<file path="config.mk">
export PLATFORM = sky130hd
export DESIGN_NAME = tcw_front
export DESIGN_NICKNAME = d
export VERILOG_FILES = /design/src/rtl/tcw_pkg.sv /design/src/rtl/tcw_front.sv
export SDC_FILE = /design/constraint.sdc
export NUM_CORES = 1
export LEC_CHECK = 0
export ABC_AREA = 1
export BUFFER_PORTS_ARGS = -buffer_cell sky130_fd_sc_hd__clkbuf_2
export CAP_MARGIN = 20
export CORE_ASPECT_RATIO = 1.2
export CORE_UTILIZATION = 35
export DETAILED_ROUTE_END_ITERATION = 10
export PLACE_DENSITY = 0.66
export SLEW_MARGIN = 20
export SYNTH_ARGS = -nofsm -noshare
export SYNTH_HDL_FRONTEND = slang
export SYNTH_SLANG_ARGS = --single-unit
export TNS_END_PERCENT = 1
</file>
<file path="constraint.sdc">
create_clock -name clock -period 2.7 [get_ports clock]
set_input_delay 0.81 -clock clock [delete_from_list [all_inputs] [get_ports clock]]
set_output_delay 0.81 -clock clock [all_outputs]
set_load 0.1 [all_outputs]
</file>
<file path="src/rtl/tcw_pkg.sv">
// tcw_pkg: shared types, codes and constants of the text console writer.
// No dependencies; every other rtl file imports it.
`default_nettype none

package tcw_pkg;

   // geometry defaults (80x25 text mode)
   localparam int COLUMNS_DEF = 80;
   localparam int ROWS_DEF    = 25;

   // character and attribute codes
   localparam logic [7:0] NEWLINE_CODE = 8'h0A;
   localparam logic [7:0] BLANK_CODE   = 8'h20;
   localparam logic [7:0] RESET_COLOUR = 8'h0F;

   // request kinds
   localparam logic [1:0] KIND_PUT   = 2'd0;
   localparam logic [1:0] KIND_CLEAR = 2'd1;
   localparam logic [1:0] KIND_READ  = 2'd2;

   // register file: byte address 4*index, index in paddr[CSR_AW-1:2]
   localparam int                CSR_AW         = 3;
   localparam logic [CSR_AW-3:0] CSR_IDX_COLOUR = '0;

   typedef struct packed {
      logic [1:0] kind;
      logic [7:0] char_code;
      logic [4:0] read_row;
      logic [6:0] read_col;
   } req_word_type;

   typedef struct packed {
      logic [7:0] cell_char;
      logic [7:0] cell_attr;
      logic [4:0] cursor_row;
      logic [6:0] cursor_col;
   } rsp_word_type;

   // classified command, front to back
   typedef enum logic [2:0] {
      OP_CHAR,
      OP_NEWLINE,
      OP_CLEAR,
      OP_READ,
      OP_NOP
   } op_type;

   typedef struct packed {
      op_type     op;
      logic [7:0] char_code;
      logic [4:0] read_row;
      logic [6:0] read_col;
   } cmd_type;

   typedef struct packed {
      logic    valid;
      cmd_type cmd;
   } cmd_head_type;

   typedef struct packed {
      logic init_busy;
   } eng_status_type;

   typedef enum logic [2:0] {
      ST_INIT,
      ST_IDLE,
      ST_CLEAR,
      ST_SCROLL,
      ST_READ
   } eng_state_type;

endpackage

`default_nettype wire

</file>
<file path="src/rtl/tcw_front.sv">
// tcw_front: accepts request words, classifies them into commands and
// holds them in a two-entry command queue. Depends on tcw_pkg.
`default_nettype none

module tcw_front #(
   parameter int COLUMNS = tcw_pkg::COLUMNS_DEF,
   parameter int ROWS    = tcw_pkg::ROWS_DEF
) (
   input  logic                   clock,
   input  logic                   reset,
   input  logic                   push,
   output logic                   full,
   input  tcw_pkg::req_word_type  req_word,
   input  tcw_pkg::eng_status_type eng_status,
   output tcw_pkg::cmd_head_type  cmd_head,
   input  logic                   cmd_pop
);
   import tcw_pkg::*;

   localparam int DEPTH = 2;

   cmd_type    q_ff [DEPTH];
   logic       wr_ptr_ff, wr_ptr_in;
   logic       rd_ptr_ff, rd_ptr_in;
   logic [1:0] count_ff, count_in;
   cmd_type    cmd_new;
   logic       accept, pop_ok;

   // classify: out-of-range reads and unused kinds turn into no-ops
   always_comb begin
      cmd_new = '{op: OP_NOP, char_code: req_word.char_code,
                  read_row: req_word.read_row, read_col: req_word.read_col};
      case (req_word.kind)
         KIND_PUT: begin
            cmd_new.op = (req_word.char_code == NEWLINE_CODE) ? OP_NEWLINE : OP_CHAR;
         end
         KIND_CLEAR: begin
            cmd_new.op = OP_CLEAR;
         end
         KIND_READ: begin
            if (int'(req_word.read_row) < ROWS && int'(req_word.read_col) < COLUMNS)
               cmd_new.op = OP_READ;
         end
         default: begin
            cmd_new.op = OP_NOP;
         end
      endcase
   end

   assign full   = (count_ff == 2'd2) | eng_status.init_busy;
   assign accept = push & ~full;
   assign pop_ok = cmd_pop & (count_ff != 2'd0);

   always_comb begin
      count_in  = count_ff + {1'b0, accept} - {1'b0, pop_ok};
      wr_ptr_in = wr_ptr_ff ^ accept;
      rd_ptr_in = rd_ptr_ff ^ pop_ok;
   end

   assign cmd_head.valid = (count_ff != 2'd0);
   assign cmd_head.cmd   = q_ff[rd_ptr_ff];

   always_ff @(posedge clock) begin
      if (reset) begin
         count_ff  <= '0;
         wr_ptr_ff <= 1'b0;
         rd_ptr_ff <= 1'b0;
      end else begin
         count_ff  <= count_in;
         wr_ptr_ff <= wr_ptr_in;
         rd_ptr_ff <= rd_ptr_in;
      end
   end

   always_ff @(posedge clock) begin
      if (accept)
         q_ff[wr_ptr_ff] <= cmd_new;
   end

endmodule

`default_nettype wire

</file>
==> metrics, run 1 <==
Worst EP arrival 1.57 ns; initial antenna violation count 0; Critical Path RT 1.89 ns; setup bufs post-CTS 0; power density over cell area 1080 mW/mm^2; DR DRC count 0; Num CTS Buffers 5; cell area after layout 0.00283 mm^2; EDFF count, synth 46; Cell Area, Placed roughly 0.0027 mm^2; Final Hold Viols 0; I/O pin total 52; DR vias 1309; R2R Setup Slk 1.05 ns; Max Freq about 420 MHz; CP Max Fanout 24; CP Capture Type output pin; Hold Buf Count CTS 0; pre-CTS WS between 0.4 and 0.5 ns; Reg2Reg Depth 3; #FFs+latches synth 50; Initial Utilization between 30% and 40%; Yosys Warn Count 0; first-pass GRT wire length 5930 um; Post-Syn Area 0.00208 mm^2; peak supply drop 0.000600 V; Syn Area/Cell 11.4 um^2; dpl hpwl roughly 2400 um; Crit Path Class reg2out; number of fill cells in the layout 547; grt total ovfl 0; Final nets 267; WHS Path Cells 3; Worst Hold Launch count_ff[1]; area of the core 0.00571 mm^2; H-tree Lvls 2; Synth area leaders edfxtp_1 (66%), nand2_1 (14%), dfxtp_1 (3.8%), nand2_2 (3.3%), inv_1 (2.5%); total wire length 3420 um; Final GP Congestion 0.714; sequential cell area 0.00146 mm^2; initial drt markers 51; r2r endpoint q_ff[1][5]; Tmin final 2.38 ns; drt pass-1 iters 4; relative slew slack around three fifths; multi-input logic area 498 um^2; post-synthesis sequential area ratio 70.2%; layout cells sized above 1 31.4%; RSZ-0062 raised after global routing no; Hold Path End count_ff[1]; Chip Height about 86 um; GRT Total Usage 12.7%; pin count of the biggest net entering global routing 25; drt wl/cell 10.8 um; clk_lat worst skew 0.29 ns; die footprint around 0.0063 mm^2; Async SR Flop Fraction 0%; Mapped Cells approximately 180; post_cts resized 0; HP Class reg2reg; Root Driver clkbuf_8; Worst-path clk slew 0.08 ns; hold slack 0.563 ns; Max-Cap Viols 0; vias in the first global route around 1.3k; die span in x 72.4 um; status completed; synthesized net count 213; critical path startpoint rd_ptr_ff; Synth Flop Type edfxtp_1; TritonCTS clock tree built; Via density 4.14; # diodes 0; Setup TNS 0 ns; commonest cells in the netlist nand2_1 (76), edfxtp_1 (46), inv_1 (14), nor2_1 (12), nand2_2 (11); post-synth cell types 17; clk buf depth 2; area grow syn2layout 35.8%; worst setup margin 0.317 ns; final slew viol count 0; Pleak 0.00122 uW; area leader, netlist edfxtp_1; RR Startpoint count_ff[0]; # port buffers 51; final setup fails 0; clk sinks 50; Setup Skew approximately 0.0092 ns; Site Rows 30; startpoint class of the critical path register; ANT nets after route 0; most common cell in the netlist nand2_1; Final Cycle Share 88.3%; Worst-Margin Slew 0.582 ns; share of the synthesized area in the top cell type 66.4%
-- metrics by stage --
stage	util (%)	power, uW	std cells
2_1_floorplan	-	2150	182
6_report	49.5	3060	316
3_5_place_dp	48.2	2700	309
5_1_grt	49.5	3190	316
4_1_cts	49.5	3090	316
3_3_place_gp	48.2	2690	309
-- state kept, by name, summed over array words and instances (netlist names) --
name,cells
rd_ptr_ff,1
q_ff,46
wr_ptr_ff,1
count_ff,2
-- power breakdown --
group,switching (uW),internal (uW)
Combinational,1180,519
Clock,214,179
Sequential,42.3,926
-- routing by layer --
layer | GRT usage, % | vias up | share of wire [%]
met4 | 5.88 | 0 | 1.7
met1 | 14.7 | 577 | 42
met3 | 3.02 | 4 | 5.0
met2 | 22.2 | 39 | 51
li1 | - | 689 | -
met5 | 0 | - | 0
-- kinds of logic after synthesis --
kind of cell,Yosys count,share of synthesized area (%)
flops,50,70.2
fa+ha+maj,4,2.41
buf+inv,22,6.25
compound gates,4,1.08
simple gates,102,20.0
-- cells in the final DEF (no fill, tap or decap) --
cell type  synthesis  layout
inv_2              2       2
dfxtp_1            4       4
ha_2               0       2
nor2_1            12      12
buf_12             1      24
a21oi_1            1       1
edfxtp_1          46      46
o21bai_2           0       1
clkbuf_2           0      28
clkbuf_1           0       2
clkbuf_8           0       5
inv_6              1       1
inv_1             14      14
nand3b_1           1       1
nand2_1           76      76
ha_1               4       2
nand2_2           11      11
o21ai_0            2       2
nand3_1            2       2
-- layout make-up --
cell class	instances	share of cell area, %
sequential	50	51.7
timing repair buffer	52	22.0
multi-input combinational	110	17.6
tap	80	3.54
clock buffer	7	2.70
inverter	17	2.44
-- worst max path at each step --
stage	endpoint	slack, ns	cells past startpoint
after floorplan	count_ff[1]	0.21	10
after global placement	full	0.44	3
after detailed placement	q_ff[1][10]	0.42	4
after CTS	cmd_head[22]	0.27	4
after global routing	cmd_head[22]	0.19	4
final	cmd_head[22]	0.32	4
-- worst max-delay path: stages, from the launching register on --
cell,delay (ns)
dfxtp_1,0.68
inv_6,0.20
nand2_1,0.11
nand2_1,0.11
buf_12,0.19
(Power assumes the default switching activity.)
==> inputs of run 2 (changes only) <==
PLACE_DENSITY = 0.69   (was 0.66)
clock period = 2.1 ns   (was 2.7 ns; I/O delays follow)
==> run 2 against run 1 <==
Worst setup slack worse by 0.15 ns. Die area stayed put. Count of clock-buffer cells in the layout decreased by 1.
==> metrics, run 2 (synthesis results as in run 1) <==
TritonCTS clock tree built; RSZ-0062 raised after global routing no; # port buffers 51 (unchanged); initial drt markers 59 (+16%); cell chain of the critical path inv_1 > nand2_2 > clkbuf_2; vias in the first global route 1366 (+5.6%); Setup TNS 0 ns (unchanged); leading cell type in the layout, fill and taps excluded nand2_1; Tot Pwr 4140 uW (+35%); die footprint 0.00626 mm^2 (unchanged); Final nets 269 (+0.75%); Setup Skew 0.00397 ns (-0.00524 ns); status completed; layout cells sized above 1 33.5% (+2.1 points); clk sinks 50 (unchanged); Final GP Congestion 0.728 (+1.9%); clk buf depth 2 (unchanged); final setup fails 0 (unchanged); Worst-path clk slew 0.08 ns (about the same); final slew viol count 0 (unchanged); pre-CTS WS 0.0916 ns (-0.324 ns); Crit Path Class reg2out; most frequent cells in the layout nand2_1 (76), edfxtp_1 (46), clkbuf_2 (27), buf_12 (27), inv_1 (14); dpl hpwl 2500 um (+2.9%); Worst path top cell family by delay buffers and inverters; CP Max Fanout 3 (-88%); HP Class in2reg; biggest regs q_ff: 46 flops, count_ff: 2 flops; CP Capture Type output pin; drt pass-1 iters 4 (unchanged); relative slew slack 64.4% (+3.2 points); die span in x 72.4 um (unchanged); power density over cell area 1410 mW/mm^2 (+31%); first-pass GRT wire length 6150 um (+3.8%); Hold Buf Count CTS 0 (unchanged); Hold Path End count_ff[0]; Via density 4.24 (+2.2%); Final Cycle Share around 92%; Reg2Reg Depth 10 (+7); DR DRC count 0 (unchanged); startpoint class of the critical path register; Initial Utilization 36.5% (unchanged); r2r endpoint count_ff[1]; ANT nets after route 0 (unchanged); pin count of the biggest net entering global routing 25 (unchanged); Num CTS Buffers 5 (unchanged); max FFs per register 46 (unchanged); Root Driver clkbuf_8; Max-Cap Viols 0 (unchanged); GRT Total Usage 13.4% (+0.65 points); total wire length 3600 um (+5.5%); hold slack 0.518 ns (-0.0448 ns); Worst Hold Launch reset; Final Hold Viols 0 (unchanged); CP bufs+invs 2 (unchanged); most flop-heavy register q_ff; WHS Path Cells 2 (-1); critical path startpoint count_ff[0]; initial antenna violation count 0 (unchanged); post-layout util 51.3% (+1.8 points); Worst EP arrival 1.30 ns (-0.27 ns); DR vias 1351 (+3.2%); RR Startpoint count_ff[0]; Pleak 0.00125 uW (+3.0%); slowest stage delay, CP 0.44 ns (-0.24 ns); worst setup margin 0.167 ns (-0.149 ns); area of the core 0.00571 mm^2 (unchanged); clk_lat worst skew 0.29 ns (about the same); Slowest cell on crit path clkbuf_2; Critical Path RT 1.47 ns (-0.42 ns); area grow syn2layout 40.6%; Max Freq ~520 MHz; I/O pin total 52 (unchanged); # diodes 0 (unchanged); peak supply drop 0.000661 V (+10%); Tmin final approximately 1.9 ns; Site Rows 30 (unchanged); grt total ovfl 0 (unchanged); R2R Setup Slk 0.46 ns (-0.59 ns); Chip Height 86.5 um (unchanged); Worst-Margin Slew 0.536 ns (-0.0459 ns); drt wl/cell 11.3 um (+4.5%); H-tree Lvls 2 (unchanged)
## run 2: layer usage
metal	track usage [%]	part of all wire, %	vias up
met3	4.30	5.2	6
met5	0	0	-
met4	4.81	1.4	0
met1	14.0	41	609
met2	24.7	52	36
li1	-	-	700
## run 2: how the worst max path moves through the flow
stage,to,depth (start not counted)
after floorplan,count_ff[1],10
after global placement,count_ff[1],11
after detailed placement,count_ff[1],11
after CTS,cmd_head[21],4
after global routing,cmd_head[14],4
final,cmd_head[23],3
## run 2: timing repair
| action | in CTS | in global routing |
|---|---|---|
| gates resized for setup | 0 | 1 |
| setup endpoints to repair | 0 | 15 |
| setup buffers | 0 | 0 |
| hold endpoints to repair | 0 | 0 |
## run 2: worst register-to-register path: cells and delay by family (launching register included)
kind / cells / cell delay [ns]
AOI/OAI and AO/OA: 2 / 0.25
and+or+nand+nor: 3 / 0.27
buffers and inverters: 3 / 0.15
DFF: 1 / 0.42
adders and majority gates: 2 / 0.46
## run 2: cell type report
| class | instances | area [um^2] |
|---|---|---|
| Clock inverter | 2 | 37.5 |
| Fill cell | 524 | 2780 |
| Timing Repair Buffer | 54 | 676 |
| Sequential cell | 50 | 1460 |
| Tap cell | 80 | 100 |
| Multi-Input combinational cell | 110 | 508 |
| Inverter | 17 | 68.8 |
| Clock buffer | 6 | 72.6 |
## run 2: power by group
group | switching, uW | internal [uW] | total [uW]
registers | 48.0 | 1190 | 1240
logic | 1540 | 699 | 2240
clock network | 303 | 355 | 658
## run 2: metrics by stage
stage / area, um^2 / instances
floorplan: 2100 / 182
finish: 2930 / 319
detailed placement: 2810 / 311
CTS: 2920 / 319
global placement: 2810 / 311
global route: 2930 / 319
