--- config.mk ---
export PLATFORM = sky130hd
export DESIGN_NAME = tcw_rsp_queue
export DESIGN_NICKNAME = d
export VERILOG_FILES = /design/src/rtl/tcw_pkg.sv /design/src/rtl/tcw_rsp_queue.sv
export SDC_FILE = /design/constraint.sdc
export NUM_CORES = 1
export LEC_CHECK = 0
export BUFFER_PORTS_ARGS = -buffer_cell sky130_fd_sc_hd__buf_2
export CAP_MARGIN = 20
export CORE_MARGIN = 1
export CORE_UTILIZATION = 35
export DETAILED_ROUTE_END_ITERATION = 12
export PLACE_DENSITY = 0.66
export SLEW_MARGIN = 20
export SYNTH_ARGS = -nofsm -noshare
export SYNTH_HDL_FRONTEND = slang
export SYNTH_SLANG_ARGS = --single-unit
--- constraint.sdc ---
create_clock -name clock -period 2 [get_ports clock]
set_input_delay 0.6 -clock clock [delete_from_list [all_inputs] [get_ports clock]]
set_output_delay 0.6 -clock clock [all_outputs]
set_load 0.05 [all_outputs]
--- src/rtl/tcw_pkg.sv ---
// tcw_pkg: shared types, codes and constants of the text console writer.
// No dependencies; every other rtl file imports it.
`default_nettype none

package tcw_pkg;

   // geometry defaults (80x25 text mode)
   localparam int COLUMNS_DEF = 80;
   localparam int ROWS_DEF    = 25;

   // character and attribute codes
   localparam logic [7:0] NEWLINE_CODE = 8'h0A;
   localparam logic [7:0] BLANK_CODE   = 8'h20;
   localparam logic [7:0] RESET_COLOUR = 8'h0F;

   // request kinds
   localparam logic [1:0] KIND_PUT   = 2'd0;
   localparam logic [1:0] KIND_CLEAR = 2'd1;
   localparam logic [1:0] KIND_READ  = 2'd2;

   // register file: byte address 4*index, index in paddr[CSR_AW-1:2]
   localparam int                CSR_AW         = 3;
   localparam logic [CSR_AW-3:0] CSR_IDX_COLOUR = '0;

   typedef struct packed {
      logic [1:0] kind;
      logic [7:0] char_code;
      logic [4:0] read_row;
      logic [6:0] read_col;
   } req_word_type;

   typedef struct packed {
      logic [7:0] cell_char;
      logic [7:0] cell_attr;
      logic [4:0] cursor_row;
      logic [6:0] cursor_col;
   } rsp_word_type;

   // classified command, front to back
   typedef enum logic [2:0] {
      OP_CHAR,
      OP_NEWLINE,
      OP_CLEAR,
      OP_READ,
      OP_NOP
   } op_type;

   typedef struct packed {
      op_type     op;
      logic [7:0] char_code;
      logic [4:0] read_row;
      logic [6:0] read_col;
   } cmd_type;

   typedef struct packed {
      logic    valid;
      cmd_type cmd;
   } cmd_head_type;

   typedef struct packed {
      logic init_busy;
   } eng_status_type;

   typedef enum logic [2:0] {
      ST_INIT,
      ST_IDLE,
      ST_CLEAR,
      ST_SCROLL,
      ST_READ
   } eng_state_type;

endpackage

`default_nettype wire

--- src/rtl/tcw_rsp_queue.sv ---
// tcw_rsp_queue: two-entry result queue in front of the rsp_ ports.
// Depends on tcw_pkg.
`default_nettype none

module tcw_rsp_queue (
   input  logic                  clock,
   input  logic                  reset,
   input  logic                  in_push,
   input  tcw_pkg::rsp_word_type in_word,
   output logic                  in_full,
   output logic                  empty,
   input  logic                  pop,
   output tcw_pkg::rsp_word_type rsp_word
);
   import tcw_pkg::*;

   localparam int DEPTH = 2;

   rsp_word_type q_ff [DEPTH];
   logic         wr_ptr_ff, rd_ptr_ff;
   logic [1:0]   count_ff, count_in;
   logic         do_push, do_pop;

   assign in_full  = (count_ff == 2'd2);
   assign empty    = (count_ff == 2'd0);
   assign do_push  = in_push & ~in_full;
   assign do_pop   = pop & ~empty;
   assign count_in = count_ff + {1'b0, do_push} - {1'b0, do_pop};
   assign rsp_word = q_ff[rd_ptr_ff];

   always_ff @(posedge clock) begin
      if (reset) begin
         count_ff  <= '0;
         wr_ptr_ff <= 1'b0;
         rd_ptr_ff <= 1'b0;
      end else begin
         count_ff  <= count_in;
         wr_ptr_ff <= wr_ptr_ff ^ do_push;
         rd_ptr_ff <= rd_ptr_ff ^ do_pop;
      end
   end

   always_ff @(posedge clock) begin
      if (do_push)
         q_ff[wr_ptr_ff] <= in_word;
   end

endmodule

`default_nettype wire

==> results.txt, run 1 <==
* Max Buffers Root-to-Sink: 2
* Least setup slack across all paths after layout: 0.00962 ns
* Post-DR vias/cell: 4.43
* Buffer cell driving the clock tree root: sky130_fd_sc_hd__clkbuf_8
* Achievable frequency: 502 MHz
- TritonCTS clock tree: built
- Unrepaired setup endpoints after global routing: yes
- For this design the static power due to leakage is 1.24 nW.
- TritonCTS created 9 clock buffers.
* Ranking of synthesized cells by area: sky130_fd_sc_hd__edfxtp_1 (75%), sky130_fd_sc_hd__mux2_2 (15%), sky130_fd_sc_hd__dfxtp_1 (3.6%)
- For this design, the sink count on the clock tree is 60.
- Global route hottest layer: met2
- Critical Path Fanout Max: 15
- The synthesized netlist contains 13 unique library cells.
* Pre-Repair DR Iteration Count: 4
* Count of nets after finishing: 222
- R2R cell count: 4
- Across the routed clock network, the largest skew measured is 0.00711 ns.
- Detailed Route WL: 3950 um
- Of the post-synthesis cell area, the dominant cell type holds 74.8%.
- Via count of the first global-routing pass: 1254
- Cell taking the most area after synthesis: sky130_fd_sc_hd__edfxtp_1
- Transition time of the tightest slew-check pin: about 0.25 ns
- The H-tree generated during clock tree synthesis spans 3 levels.
* Clock transition at the registers of the reported paths: about 0.07 ns
- Critical Path, Cell by Cell: buf_12 -> mux2_2 -> buf_6
* Rows: 28
- For this run, the total global-route usage over all layers was measured as 13.0%.
- For the worst setup path, the data arrival time is 1.39 ns.
* Most used cells in the layout excluding fill and tap cells: sky130_fd_sc_hd__edfxtp_1 (56), sky130_fd_sc_hd__buf_2 (33), sky130_fd_sc_hd__buf_6 (28), sky130_fd_sc_hd__mux2_2 (17), sky130_fd_sc_hd__mux2_4 (12)
- Total half-perimeter wirelength after legalization and detailed placement: 2400 um
- Antenna cell count: 0
- Initial cell density of the core: a little under two fifths
- Final worst path period need: roughly 2 ns
- Seq/Total Area, Yosys: 78.4%
- The setup path with the least slack is of type flop to output pin.
- In this design, the stage delay of the slowest critical-path cell is 0.39 ns.
* Area of the die: 6740 um2
- Number of buffers inserted by port buffering: between 60 and 70
* Most common cell after layout, fill and taps aside: sky130_fd_sc_hd__edfxtp_1
- Averaged over all synthesized cells, the footprint is 20.4 um2.
- Startpoint types: flop
- Final Util: 51.8%
- The count of nets left with antenna violations once routing finished came out at 0.
- Along the worst hold path, the cell count comes to 1.
* Count of buffer and inverter cells on the critical path: 2
* Total Neg Setup Slack: 0 ns
- Global-route track usage on met2: 21.6%
- Status: completed
* Largest net degree at the start of global routing: 17
- Global routing consumed, on the met1 layer, between 10% and 20% of the routing resources.
* Cells after Synth: 110
* Syn-to-layout area delta: 39.8%
- IR analysis of the VDD net gives a maximum drop of 0.678 mV.
* Worst skew pair latency: 0.32 ns
- Max-cap violation count: 0
- The tightest min-delay check is of the primary input to flop type.
- Max-slew headroom at the worst pin: approximately 83%
- In the final layout, the share of cells above drive strength 1 is roughly three fifths.
* Wire length of the first global-routing pass: 6080 um
- Final count of hold timing violations: 0
- The total area inside the core boundary comes to 6060 um2.
- Flops & latches, synth: 60
* Number of placed I/O pins: a little over 60
* Global-route met3 utilization: 4.95%
* Post-placement worst setup slack: 0.262 ns
- Global routing finished with a remaining overflow of 0.
* Average routed wire per standard cell: roughly 15 um
* Placer's final routability congestion estimate: ~0.69
* Power density over the cells: 1460 nW/um2
- Final count of negative-setup-slack endpoints: 0
* Non-Filler Instances: roughly 270
* Final number of max-transition violations: 0
* Placed instance count: 248
- After layout, the worst path uses 99.5% of the clock period.
* Height of the chip: between 80 and 90 um
- Net count of the mapped netlist: 146
- STA puts the critical path data required time at 1.40 ns.
* Number of stages on the worst setup path: 3
- Yosys printed 0 warnings.
- Die width: 82.1 um
- Vias: 1178
- Worst-path cell with the longest stage delay: sky130_fd_sc_hd__dfxtp_4
- For this block, the initial DRC count from the detailed router was 33.
- Number of antenna violations at the first check in global routing: 0
* Nature of the critical path endpoint: output pin
* Remaining design rule violation count: 0
- Mapped cell area: 2250 um2
* Cell class contributing the biggest share of worst-path delay: flip-flops
[final timing paths]
check              start          end  slack (ns)
max            rd_ptr_ff  rsp_word[7]        0.01
min          in_word[11]  q_ff[1][11]        0.46
max reg2reg  count_ff[1]  q_ff[1][25]        0.49
min reg2reg    wr_ptr_ff    wr_ptr_ff        0.56
[through the flow]
| stage | power, mW | cell area, um2 | hold WS [ns] |
|---|---|---|---|
| after floorplan | 2.80 | 2250 | 0.532 |
| final | 4.57 | 3140 | 0.462 |
| after CTS | 4.57 | 3100 | 0.445 |
| after detailed placement | 3.12 | 2670 | 0.562 |
| after global routing | 4.77 | 3140 | 0.440 |
| after global placement | 3.11 | 2670 | 0.554 |
[cell usage after synthesis]
cell                        n
sky130_fd_sc_hd__buf_4      3
sky130_fd_sc_hd__nor2b_1    2
sky130_fd_sc_hd__edfxtp_1  56
sky130_fd_sc_hd__and2_1     1
sky130_fd_sc_hd__or2b_1     1
sky130_fd_sc_hd__dfxtp_1    4
sky130_fd_sc_hd__mux2_2    29
sky130_fd_sc_hd__xnor3_1    1
sky130_fd_sc_hd__nand2_1    1
sky130_fd_sc_hd__ha_1       4
sky130_fd_sc_hd__o21a_1     1
sky130_fd_sc_hd__inv_1      3
sky130_fd_sc_hd__nor2_1     4
[timing repair]
action | CTS | global route
cloned | 1 | 0
hold buffers | 0 | 0
buffers inserted | 1 | 0
setup endpoints to repair | 28 | 28
gates resized for setup | 59 | 12
[state kept, by name, indices dropped and copies added (netlist names)]
| signal | cells |
|---|---|
| wr_ptr_ff | 1 |
| count_ff | 2 |
| rd_ptr_ff | 1 |
| q_ff | 56 |
[logic make-up (layout without fill, tap and decap cells)]
| logic type | after synthesis | in the layout | share of synthesized area [%] |
|---|---|---|---|
| AOI/OAI and AO/OA | 1 | 1 | 0.334 |
| xor gates and xnor gates | 1 | 1 | 1.00 |
| adders and majority gates | 4 | 4 | 2.23 |
| buffers and inverters | 6 | 87 | 1.50 |
| DFF | 60 | 60 | 78.4 |
| muxes | 29 | 29 | 14.5 |
| and+or+nand+nor | 9 | 9 | 2.00 |
[area by class of cell]
class                           instances  area (um2)
Clock buffer                           11         131
Clock inverter                          5        76.3
Fill cell                             523        2920
Inverter                                3        11.3
Multi-Input combinational cell         44         497
Sequential cell                        60        1770
Tap cell                               75        93.8
Timing Repair Buffer                   68         566
[per-layer routing]
layer	share of wire, %	vias up
met5	0	-
met4	0.99	0
met3	6.0	5
met2	50	39
met1	43	560
li1	-	574
[power breakdown]
group	internal, mW	total, mW	switching, mW
sequential	1.60	1.66	0.0640
combinational	0.716	1.78	1.06
clock	0.696	1.13	0.438
total	3.01	4.57	1.56
(Power assumes the default switching activity.)
==> run 2: changes to the inputs <==
--- a/config.mk
+++ b/config.mk
@@ -11,6 +11,7 @@
 export CORE_UTILIZATION = 35
 export DETAILED_ROUTE_END_ITERATION = 12
 export PLACE_DENSITY = 0.66
+export RECOVER_POWER = 25
 export SLEW_MARGIN = 20
 export SYNTH_ARGS = -nofsm -noshare
 export SYNTH_HDL_FRONTEND = slang
==> run 2 against run 1 <==
Combinational power about the same. Setup slack about the same. Total power about the same. Die area unchanged. Worst hold slack unchanged.
==> results.txt, run 2 (synthesis results as in run 1) <==
* Cell class contributing the biggest share of worst-path delay: flip-flops
- Kind of critical path: flop to output pin
- The average wire length per cell after detail routing was 14.9 um (+0.10%).
* Tcrit/Tclk final: 99.5% (about the same)
- The library cell used most frequently in the layout, excluding fill and tap cells, is sky130_fd_sc_hd__edfxtp_1.
- Placer's final routability congestion estimate: 0.694 (unchanged)
- Worst clock skew on the final layout: 0.00711 ns (unchanged)
* Area of the die: 6740 um2 (unchanged)
- The count of vias placed by the detailed router is 1177 (-0.085%).
- Area of the placeable core: 6060 um2 (unchanged)
* Total half-perimeter wirelength after legalization and detailed placement: 2400 um (unchanged)
* Worst-path cell with the longest stage delay: sky130_fd_sc_hd__dfxtp_4
- The internal power component came to 3.01 mW (about the same).
- Most used cells in the layout excluding fill and tap cells: sky130_fd_sc_hd__edfxtp_1 (56), sky130_fd_sc_hd__buf_2 (30), sky130_fd_sc_hd__buf_6 (28), sky130_fd_sc_hd__mux2_2 (17), sky130_fd_sc_hd__mux2_4 (12)
* Die width: 82.1 um (unchanged)
* Final count of hold timing violations: 0 (unchanged)
- The tightest min-delay check is of the primary input to flop type.
- Remaining design rule violation count: 0 (unchanged)
- The number of top-level design ports is 62 (unchanged).
* Buffer cell driving the clock tree root: sky130_fd_sc_hd__clkbuf_8
- The antenna violation net count after detailed routing came to 0 (unchanged).
* Critical Path Fanout Max: 15 (unchanged)
- Least setup slack across all paths after layout: 0.00961 ns (-0.0000104 ns)
- Starting DRT DRC Count: 33 (unchanged)
* Static Leak: 1.23 nW (-0.67%)
- Initial cell density of the core: 37.1% (unchanged)
* Proportion of power drawn by the clock network: 24.8% (about the same)
* Total grt overflow: 0 (unchanged)
* Switching power of the nets: 1.56 mW (about the same)
- The net switching fraction of the power came to 34.2% (about the same).
- Traced cell by cell, the critical path runs through buf_12 -> mux2_2 -> buf_6.
- Fraction of final layout cells with drive strength greater than 1: 56.5% (-1.6 points)
- Startpoint types: flop
- The number of slew-limit violations in the final report was 0 (unchanged).
* Count of buffer and inverter cells on the critical path: 2 (unchanged)
- The clock-pin slew of the registers on the worst-case setup and hold paths came to 0.07 ns (about the same).
* Top reg by flops: q_ff
- Status: completed
- Max Buffers Root-to-Sink: 2 (unchanged)
- Placed instance count: 248 (unchanged)
- Number of flip-flops in the largest register: 56 (unchanged)
- Number of clock sinks: 60 (unchanged)
* Unrepaired setup endpoints after global routing: yes
- The share of power burned in combinational logic was 38.9% (about the same).
- Filler Cell Count: 525 (+0.38%)
* Nature of the critical path endpoint: output pin
- Number of buffers inserted by port buffering: 61 (unchanged)
* Pre-Repair DR Iteration Count: 4 (unchanged)
* Crit path largest cell delay: 0.39 ns (about the same)
* Hold-fix buffers, CTS: 0 (unchanged)
* Achievable frequency: 502 MHz (about the same)
- The TritonCTS buffer count is 9 (unchanged).
- Post-DR vias/cell: 4.42 (about the same)
- The clock period minus worst slack came to 1.99 ns (+0.0000104 ns).
* Max-cap violation count: 0 (unchanged)
* Count of nets after finishing: 222 (unchanged)
* Overall track demand over capacity in global routing: 13.0% (unchanged)
* Max-slew headroom at the worst pin: 83.4% (unchanged)
- Via count of the first global-routing pass: 1254 (unchanged)
* Height of the chip: 82.1 um (unchanged)
* Worst endpoint required time: 1.40 ns (about the same)
- The largest registers in the layout are q_ff: 56 flops, count_ff: 2 flops.
* Data arrival at the endpoint of the critical path: 1.39 ns (about the same)
- The sequential share of power came to 36.3% (about the same).
- Non-Filler Instances: 266 (unchanged)
- Syn-to-layout area delta: 39.6%
- H-tree depth: 3 (unchanged)
* TritonCTS clock tree: built
* Worst skew pair latency: 0.32 ns (about the same)
* Antenna cell count: 0 (unchanged)
- The worst slack at placement came to 0.262 ns (unchanged).
- The initial antenna violation count was 0 (unchanged).
- The slew of the pin with the lowest slew margin was 0.250 ns (unchanged).
- Detailed Route WL: 3950 um (+0.10%)
* Largest net degree at the start of global routing: 17 (unchanged)
- The number of standard-cell rows in the floorplan was 28 (unchanged).
- The setup-violating endpoint count in the final report is 0 (unchanged).
- The global-route wire length before repair was 6080 um (unchanged).
- The maximum vdd drop was 0.678 mV (about the same).
- Hold slack final: 0.462 ns (unchanged)
* Power density over the cells: 1460 nW/um2 (+0.11%)
-- run 2: cell types whose count changed in the layout (fill, tap and decap cells not counted), sizes merged --
cell,previous run,this run
buf,68,65
clkbuf,11,14
-- run 2: timing repair --
action	CTS	global route
setup endpoints to repair	28	28
cloned	1	0
resized for setup	59	12
hold endpoints to repair	0	0
buffers inserted	1	0
-- run 2: final cells by class --
type / count / area (um2) / share of cell area, %
clock buffers: 11 / 131 / 4.19
repair buffers: 68 / 562 / 17.9
inverters: 3 / 11.3 / 0.359
multi-input cells: 44 / 497 / 15.8
flip-flops and latches: 60 / 1770 / 56.3
well taps: 75 / 93.8 / 2.99
clock inverters: 5 / 76.3 / 2.43
-- run 2: power groups by stage --
stage / Sequential [mW] / Clock (mW) / Combinational (mW)
floorplan: 1.66 / 0 / 1.13
global placement: 1.67 / 0 / 1.45
detailed placement: 1.67 / 0 / 1.45
CTS: 1.66 / 1.17 / 1.74
global route: 1.68 / 1.22 / 1.87
finish: 1.66 / 1.13 / 1.78
-- run 2: worst reg2reg max path: stages (launching register included) --
cell and delay (ns):
sky130_fd_sc_hd__dfxtp_1 0.36, sky130_fd_sc_hd__or2b_1 0.26, sky130_fd_sc_hd__and2_1 0.20, sky130_fd_sc_hd__ha_1 0.21, sky130_fd_sc_hd__buf_4 0.22
-- run 2: final timing paths --
path                    start     endpoint  slack [ns]  cells past startpoint
setup / recovery    rd_ptr_ff  rsp_word[7]        0.01                      3
setup reg to reg  count_ff[1]  q_ff[1][25]        0.49                      4
hold reg to reg     wr_ptr_ff    wr_ptr_ff        0.56                      3
hold / removal    in_word[11]  q_ff[1][11]        0.46                      1
-- run 2: metal layers --
layer  track usage (%)  wire, um
met1              14.8      1700
met2              21.6      1980
met3              4.95       236
met4              5.79        39
met5                 0         0
-- run 2: per-stage QoR --
step	cell area (um2)	TNS (ns)	power, mW	util [%]
final	3140	0	4.57	51.8
after detailed placement	2670	0	3.12	44.1
after floorplan	2250	0	2.80	-
after global routing	3140	-0.544	4.77	51.8
after CTS	3100	-0.253	4.57	51.1
after global placement	2670	0	3.11	44.1
